<file path="config.mk">
export PLATFORM = sky130hd
export DESIGN_NAME = insertable_array_store_top
export DESIGN_NICKNAME = d
export VERILOG_FILES = /design/src/design/ias_pkg.sv /design/src/design/ias_cell.sv /design/src/design/ias_chain.sv /design/src/design/insertable_array_store_top.sv
export VERILOG_INCLUDE_DIRS = /design/src /design/src/design
export SDC_FILE = /design/constraint.sdc
export NUM_CORES = 2
export LEC_CHECK = 0
export BUFFER_PORTS_ARGS = -buffer_cell sky130_fd_sc_hd__buf_2
export CAP_MARGIN = 15
export CORE_ASPECT_RATIO = 0.6
export CORE_MARGIN = 4
export CORE_UTILIZATION = 38
export CTS_BUF_LIST = sky130_fd_sc_hd__clkbuf_4
export CTS_CLUSTER_SIZE = 30
export DETAILED_ROUTE_END_ITERATION = 6
export SETUP_SLACK_MARGIN = 0.5
export SYNTH_ARGS = -nofsm -noshare
export SYNTH_HDL_FRONTEND = slang
export SYNTH_SLANG_ARGS = --single-unit
</file>
<file path="constraint.sdc">
create_clock -name clk -period 10.4 [get_ports clk]
set_input_delay 0.52 -clock clk [delete_from_list [all_inputs] [get_ports clk]]
set_output_delay 0.52 -clock clk [all_outputs]
set_load 0.01 [all_outputs]
</file>
<file path="src/design/assert_macros.svh">
// Assertion macros for the design files; only the top level includes them.
`ifndef ASSERT_MACROS_SVH
`define ASSERT_MACROS_SVH

// Property checked on every rising edge of clk outside reset.
`define ASSERT_CLK(lbl, prop) \
  lbl: assert property (@(posedge clk) disable iff (!rst_n) (prop)) \
    else $error("assertion failed");

// Condition that must never hold on a rising edge of clk outside reset.
`define ASSERT_NEVER(lbl, cond) \
  lbl: assert property (@(posedge clk) disable iff (!rst_n) !(cond)) \
    else $error("forbidden condition seen");

`endif

</file>
<file path="src/design/ias_pkg.sv">
// Types, widths and codes for the insertable array store.
`default_nettype none
package ias_pkg;

  localparam int CAPACITY = 64;
  localparam int DATA_W   = 32;
  localparam int POS_W    = 7;
  localparam int COUNT_W  = 7;
  localparam int CNT_W    = $clog2(CAPACITY + 1);
  localparam int IDX_W    = $clog2(CAPACITY);
  localparam int CMP_W    = (CNT_W > POS_W) ? CNT_W : POS_W;

  typedef logic signed [DATA_W-1:0] word_t;
  typedef logic [1:0]               req_t;
  typedef logic [1:0]               status_t;

  localparam req_t REQ_APPEND = 2'd0;
  localparam req_t REQ_INSERT = 2'd1;
  localparam req_t REQ_READ   = 2'd2;

  localparam status_t ST_OK    = 2'd0;
  localparam status_t ST_FULL  = 2'd1;
  localparam status_t ST_RANGE = 2'd2;

  // Write command broadcast along the row of cells.
  typedef struct packed {
    logic             en;
    logic [CMP_W-1:0] pos;
    logic [CMP_W-1:0] cnt;
  } ias_wr_t;

endpackage
`default_nettype wire

</file>
<file path="src/design/ias_cell.sv">
// One storage cell: holds a word, loads a new one or takes its lower neighbour's.
`default_nettype none
module ias_cell
  import ias_pkg::*;
(
  input  wire logic  clk,
  input  wire logic  load,
  input  wire logic  shift,
  input  wire word_t din_value,
  input  wire word_t din_prev,
  output      word_t q
);

  word_t word_r;
  word_t word_nxt;

  always_comb begin
    word_nxt = word_r;
    if (load) begin
      word_nxt = din_value;
    end else if (shift) begin
      word_nxt = din_prev;
    end
  end

  always_ff @(posedge clk) begin
    word_r <= word_nxt;
  end

  assign q = word_r;

endmodule
`default_nettype wire

</file>
<file path="src/design/ias_chain.sv">
// Row of storage cells with per-cell write decode and the read select.
`default_nettype none
module ias_chain
  import ias_pkg::*;
(
  input  wire logic             clk,
  input  wire ias_wr_t          wr,
  input  wire word_t            wr_value,
  input  wire logic [IDX_W-1:0] rd_idx,
  output      word_t            rd_data
);

  word_t cell_q [CAPACITY];

  for (genvar i = 0; i < CAPACITY; i++) begin : g_cell
    localparam logic [CMP_W-1:0] IDX = CMP_W'(i);
    logic  load;
    logic  shift;
    word_t prev;

    // cells above the insert point, up to the current end, move up by one
    assign load  = wr.en && (wr.pos == IDX);
    assign shift = wr.en && (IDX > wr.pos) && (IDX <= wr.cnt);

    if (i == 0) begin : g_first
      assign prev = wr_value;
    end else begin : g_rest
      assign prev = cell_q[i-1];
    end

    ias_cell u_cell (
      .clk       (clk),
      .load      (load),
      .shift     (shift),
      .din_value (wr_value),
      .din_prev  (prev),
      .q         (cell_q[i])
    );
  end

  assign rd_data = cell_q[rd_idx];

endmodule
`default_nettype wire

</file>
<file path="src/design/insertable_array_store_top.sv">
// Top level of the insertable array store: request decode, count and result register.
// Usage
//   Input channel (in_*): one request beat carries req_type (append, insert,
//   read), position and a signed 32-bit value. Result channel (out_*): one
//   beat per request with read_data, the element count after the request,
//   and status (ok, full, position out of range).
// Throughput
//   The whole row of cells shifts at once on an insert, so a beat accepted
//   at one edge has its result registered on out_* after that edge, and a
//   new request can be taken every cycle while the result register is not
//   held full by a low out_ready.
// Reset
//   rst_n (synchronous, active low) empties the store and drops out_valid.
//   Cell contents are not cleared; only entries below the count are read.
// Stall
//   The result register holds its beat while out_ready is low; in_ready
//   stays high as long as the register is empty or being drained this cycle.
`default_nettype none
`include "assert_macros.svh"
module insertable_array_store_top
  import ias_pkg::*;
(
  input  wire logic               clk,
  input  wire logic               rst_n,
  input  wire logic               in_valid,
  output      logic               in_ready,
  input  wire logic [1:0]         in_req_type,
  input  wire logic [POS_W-1:0]   in_position,
  input  wire logic signed [DATA_W-1:0] in_value,
  output      logic               out_valid,
  input  wire logic               out_ready,
  output      logic signed [DATA_W-1:0] out_read_data,
  output      logic [COUNT_W-1:0] out_count,
  output      logic [1:0]         out_status
);

  logic             in_fire;
  logic [CNT_W-1:0] count_r;
  logic [CNT_W-1:0] count_nxt;
  logic             out_valid_r;
  word_t            out_read_data_r;
  word_t            out_read_data_nxt;
  logic [CNT_W-1:0] out_count_r;
  status_t          out_status_r;
  status_t          out_status_nxt;

  logic [CMP_W-1:0] pos_ext;
  logic [CMP_W-1:0] cnt_ext;
  logic             full;
  ias_wr_t          wr;
  word_t            rd_data;

  // result register parts the two sides; refill while it drains
  assign in_ready = !out_valid_r || out_ready;
  assign in_fire  = in_valid && in_ready;

  assign pos_ext = CMP_W'(in_position);
  assign cnt_ext = CMP_W'(count_r);
  assign full    = (count_r == CNT_W'(CAPACITY));

  always_comb begin
    wr.en             = 1'b0;
    wr.pos            = cnt_ext;
    wr.cnt            = cnt_ext;
    count_nxt         = count_r;
    out_read_data_nxt = '0;
    out_status_nxt    = ST_OK;
    unique case (in_req_type)
      REQ_APPEND: begin
        if (full) begin
          out_status_nxt = ST_FULL;
        end else begin
          wr.en     = in_fire;
          count_nxt = count_r + 1'b1;
        end
      end
      REQ_INSERT: begin
        if (full) begin
          out_status_nxt = ST_FULL;
        end else if (pos_ext > cnt_ext) begin
          out_status_nxt = ST_RANGE;
        end else begin
          wr.en     = in_fire;
          wr.pos    = pos_ext;
          count_nxt = count_r + 1'b1;
        end
      end
      REQ_READ: begin
        if (pos_ext >= cnt_ext) begin
          out_read_data_nxt = '1;
          out_status_nxt    = ST_RANGE;
        end else begin
          out_read_data_nxt = rd_data;
        end
      end
      default: begin
        // unused request kind: no change, plain ok
        out_status_nxt = ST_OK;
      end
    endcase
  end

  ias_chain u_chain (
    .clk      (clk),
    .wr       (wr),
    .wr_value (in_value),
    .rd_idx   (IDX_W'(in_position)),
    .rd_data  (rd_data)
  );

  always_ff @(posedge clk) begin
    if (!rst_n) begin
      count_r     <= '0;
      out_valid_r <= 1'b0;
    end else begin
      if (in_fire) begin
        count_r <= count_nxt;
      end
      if (in_fire) begin
        out_valid_r <= 1'b1;
      end else if (out_ready) begin
        out_valid_r <= 1'b0;
      end
    end
  end

  always_ff @(posedge clk) begin
    if (in_fire) begin
      out_read_data_r <= out_read_data_nxt;
      out_count_r     <= count_nxt;
      out_status_r    <= out_status_nxt;
    end
  end

  assign out_valid     = out_valid_r;
  assign out_read_data = out_read_data_r;
  assign out_count     = COUNT_W'(out_count_r);
  assign out_status    = out_status_r;

  `ASSERT_NEVER(a_count_bound, count_r > CNT_W'(CAPACITY))
  `ASSERT_CLK(a_full_holds, in_fire && full && in_req_type != REQ_READ |=> $stable(count_r))
  `ASSERT_CLK(a_read_ok, in_fire && in_req_type == REQ_READ && pos_ext < cnt_ext |=> out_status_r == ST_OK && out_valid_r)

endmodule
`default_nettype wire

</file>
==> flow_metrics.tcl <==
set metrics [dict create \
    outcome "finished, final reports clean" \
    rsz0062_at_grt "false" \
    postSynthCellCount 5978 \
    gp_congestion 0.930 \
    max_cap_violations 0 \
    synth_flop_cell "edfxtp_1" \
    synth_warnings 0 \
    crit_chain "clkinv_1 > ha_1 > nand4_2 > or3_1 > o31ai_4 > buf_4 > mux2i_4 > nand3_1 > nor3_4 > buf_4 > nand2b_2" \
    vias_per_cell 6.15 \
    clk_latency_ns 1.36 \
    die_w_microns 693 \
    cts.repair.resized 0 \
    peakVddDrop_mv 0.0913 \
    post_cts_buffers 0 \
    cts.htree.levels 5 \
    start_util_pct 38.3 \
    finalNetCount 6213 \
    seq_area_frac_synth_pct 58.8 \
    crit_arrival_ns 7.14 \
    drive_gt1_share_pct 59.0 \
    io_pins 88 \
    path_common_cell "buf_4" \
    synth-edff-count 2089 \
    grt_max_degree 99 \
    wl_per_cell_microns 34.2 \
    skew_ns 0.105 \
    setup_tns_ns 0 \
    row_count 150 \
    cp.required_ns 11.32 \
    fin_cells 10200 \
    die_area_sq_um 290000 \
    min_period_ns 6.22 \
    track_usage_pct 23.5 \
    slowest_delay_ns 0.95 \
    numClockSinks 2097 \
    antenna_found_initial 36 \
    stdcell_area_sq_um 118000 \
    grtUsageMet1_pct 36.3 \
    period_share_pct 59.8 \
    busiest_layer "met1" \
    pwr_density_cell_nw_per_um2 147 \
    root_buffer "clkbuf_4" \
    syn-cell-area_sq_um 107000 \
    areaGrowthSynthToFinish_pct 10.5 \
    tightest_slew_ns 1.19 \
    end_kind "register" \
    grt_pass1_wl_mm 490 \
    drv_slew 0 \
    cts_tree "built" \
    synth-seq-cells 2097 \
    synth_area_leader_cell "edfxtp_1" \
    numPortBuffers 87 \
    hpwl_mm 223 \
    crit_type "reg2reg" \
    hold_path_class "in2reg" \
    synth.top_cell.area_share_pct 58.7 \
    grtUsageMet2_pct 32.0 \
    syn_nets 6034 \
    finalHoldViolations 0 \
    timing.fmax_mhz 161 \
    synthTopCellsByArea "edfxtp_1, mux2_2, mux4_2" \
    maxSlewHeadroom_pct 20.2 \
    finalWirelength_mm 350 \
    core-area_sq_um 279000 \
    dieHeight_microns 419 \
    gr-total-overflow 0 \
    drt_iter0_markers 8144 \
    cts_buffers 487 \
    cp-start-kind "register" \
    use_met3_pct 6.95 \
    drt-pass1-iter-count 6 \
    first_global_vias 62000 \
    drc 0 \
    path_clk_slew_ns 0.10 \
    postRouteAntennaNets 0 \
    yosys.cell_types.count 72 \
    dp_cells 9347 \
    cts.path.max_buffers 4 \
    crit_slowest_cell "nand2b_2" \
    placed_cell_area_sq_um 112000 \
    vias 63000 \
    ys_async_sr_fraction_pct 0 \
    critPathMaxFanout 33 \
    leakagePower_nw 37.5 \
    setup_viol 0 \
    syn_avg_cell_area_sq_um 17.9 \
]
## Yosys cell counts, drive strengths merged (4+ instances only)
library cell and instances:
a21o 4, a21oi 42, and2 8, and3 15, and4 4, buf 320, clkbuf 308, dfxtp 8
edfxtp 2089, ha 11, inv 7, mux2 2026, mux2i 12, mux4 672, nand2 51, nand2b 10
nand3 45, nand4 10, nor2 120, nor3 36, nor4 8, o211ai 8, o21a 4, o21ai 50
o21bai 11, o221ai 4, o22ai 6, o31ai 22, o32ai 4, or2 10, or3 5, xnor2 5
## worst max-delay path: cells and delay by family, from the launching register on
kind / cells / cell delay, ns
simple gates: 5 / 2.73
buf+inv: 3 / 1.25
flops: 1 / 0.61
mux: 1 / 0.56
compound gates: 1 / 0.07
fa+ha+maj: 1 / 0.45
## final timing paths
| check | from | to | slack, ns | cells after the start |
|---|---|---|---|---|
| setup / recovery | cnt_ext[5] | u_chain.g_cell[42].u_cell.q[9] | 4.18 | 11 |
| hold / removal | in_value[1] | u_chain.g_cell[0].u_cell.q[1] | 0.15 | 2 |
| hold reg to reg | u_chain.g_cell[47].u_cell.q[31] | u_chain.g_cell[48].u_cell.q[31] | 0.53 | 1 |
| setup reg to reg | cnt_ext[5] | u_chain.g_cell[42].u_cell.q[9] | 4.18 | 11 |
## report_power, final
part | total (mW) | switching (mW) | internal [mW]
Combinational | 1.30 | 0.818 | 0.479
Sequential | 9.37 | 0.0615 | 9.31
Clock | 6.71 | 3.53 | 3.18
Total | 17.4 | 4.41 | 13.0
## kinds of logic after synthesis
group	count (synthesis)	synth area share [%]
simple gates	332	1.66
flops	2097	58.8
mux	2710	35.6
xor+xnor	5	0.0410
compound gates	185	1.14
buf+inv	638	2.56
fa+ha+maj	11	0.129
## cells in the final DEF, fill, tap and decap left out, types with 7 or more instances in the layout
master / Yosys / final
nor3_1: 19 / 15
nand2_1: 50 / 49
clkinv_1: 3 / 104
and2_1: 7 / 7
o21bai_4: 0 / 10
o31ai_4: 1 / 16
inv_2: 0 / 7
o21ai_4: 0 / 11
a21oi_1: 41 / 39
mux2i_1: 9 / 7
or2_2: 9 / 10
o211ai_1: 8 / 8
nand3_1: 38 / 23
mux2_2: 2003 / 2003
nor2_4: 0 / 9
nand3_2: 6 / 21
diode_2: 0 / 11
dfxtp_1: 8 / 8
o21ai_0: 48 / 37
nor2_1: 120 / 110
buf_4: 17 / 189
dlygate4sd3_1: 0 / 42
buf_2: 182 / 78
clkinv_2: 0 / 7
mux2_1: 22 / 22
and3_2: 0 / 9
ha_1: 11 / 11
nor3_4: 0 / 15
clkbuf_4: 0 / 712
mux4_2: 672 / 672
nand4_1: 9 / 9
edfxtp_1: 2089 / 2089
## layout make-up
class,instances,area [sq um]
multi-input cells,3243,42200
flip-flops and latches,2097,62900
fillers,24900,161000
inverters,10,37.5
diodes,11,27.5
clock inverters,125,591
clock buffers,712,5350
repair buffers,318,2390
well taps,3724,4660
## through the flow
step / total power [mW] / hold WS (ns) / setup WS [ns] / utilization [%]
final: 17.4 / 0.146 / 4.18 / 42.3
after global routing: 18.1 / 0.0498 / 3.90 / 42.3
after CTS: 17.5 / 0.0660 / 4.24 / 42.3
after detailed placement: 10.8 / 0.539 / 4.33 / 40.0
after global placement: 10.8 / 0.514 / 4.31 / 40.0
after floorplan: 10.3 / 0.512 / 3.18 / -
## repair_timing
item                                    4_1_cts  5_1_grt
endpoints found under the setup margin        0        0
hold buffers                                 42        0
endpoints found under the hold margin       214        0
## per-layer routing
layer	wire length, microns	share of wire (%)
met5	73	0.021
met4	7390	2.1
met3	38800	11
met2	143000	41
met1	161000	46
## sequential cells by signal, summed over array words and instances, names as in the netlist
name                     cells
u_chain.g_cell.u_cell.q   2048
out_read_data               32
cnt_ext                      7
out_count                    7
out_status                   2
out_valid                    1
Note: power is estimated with default switching activity, not from simulation.
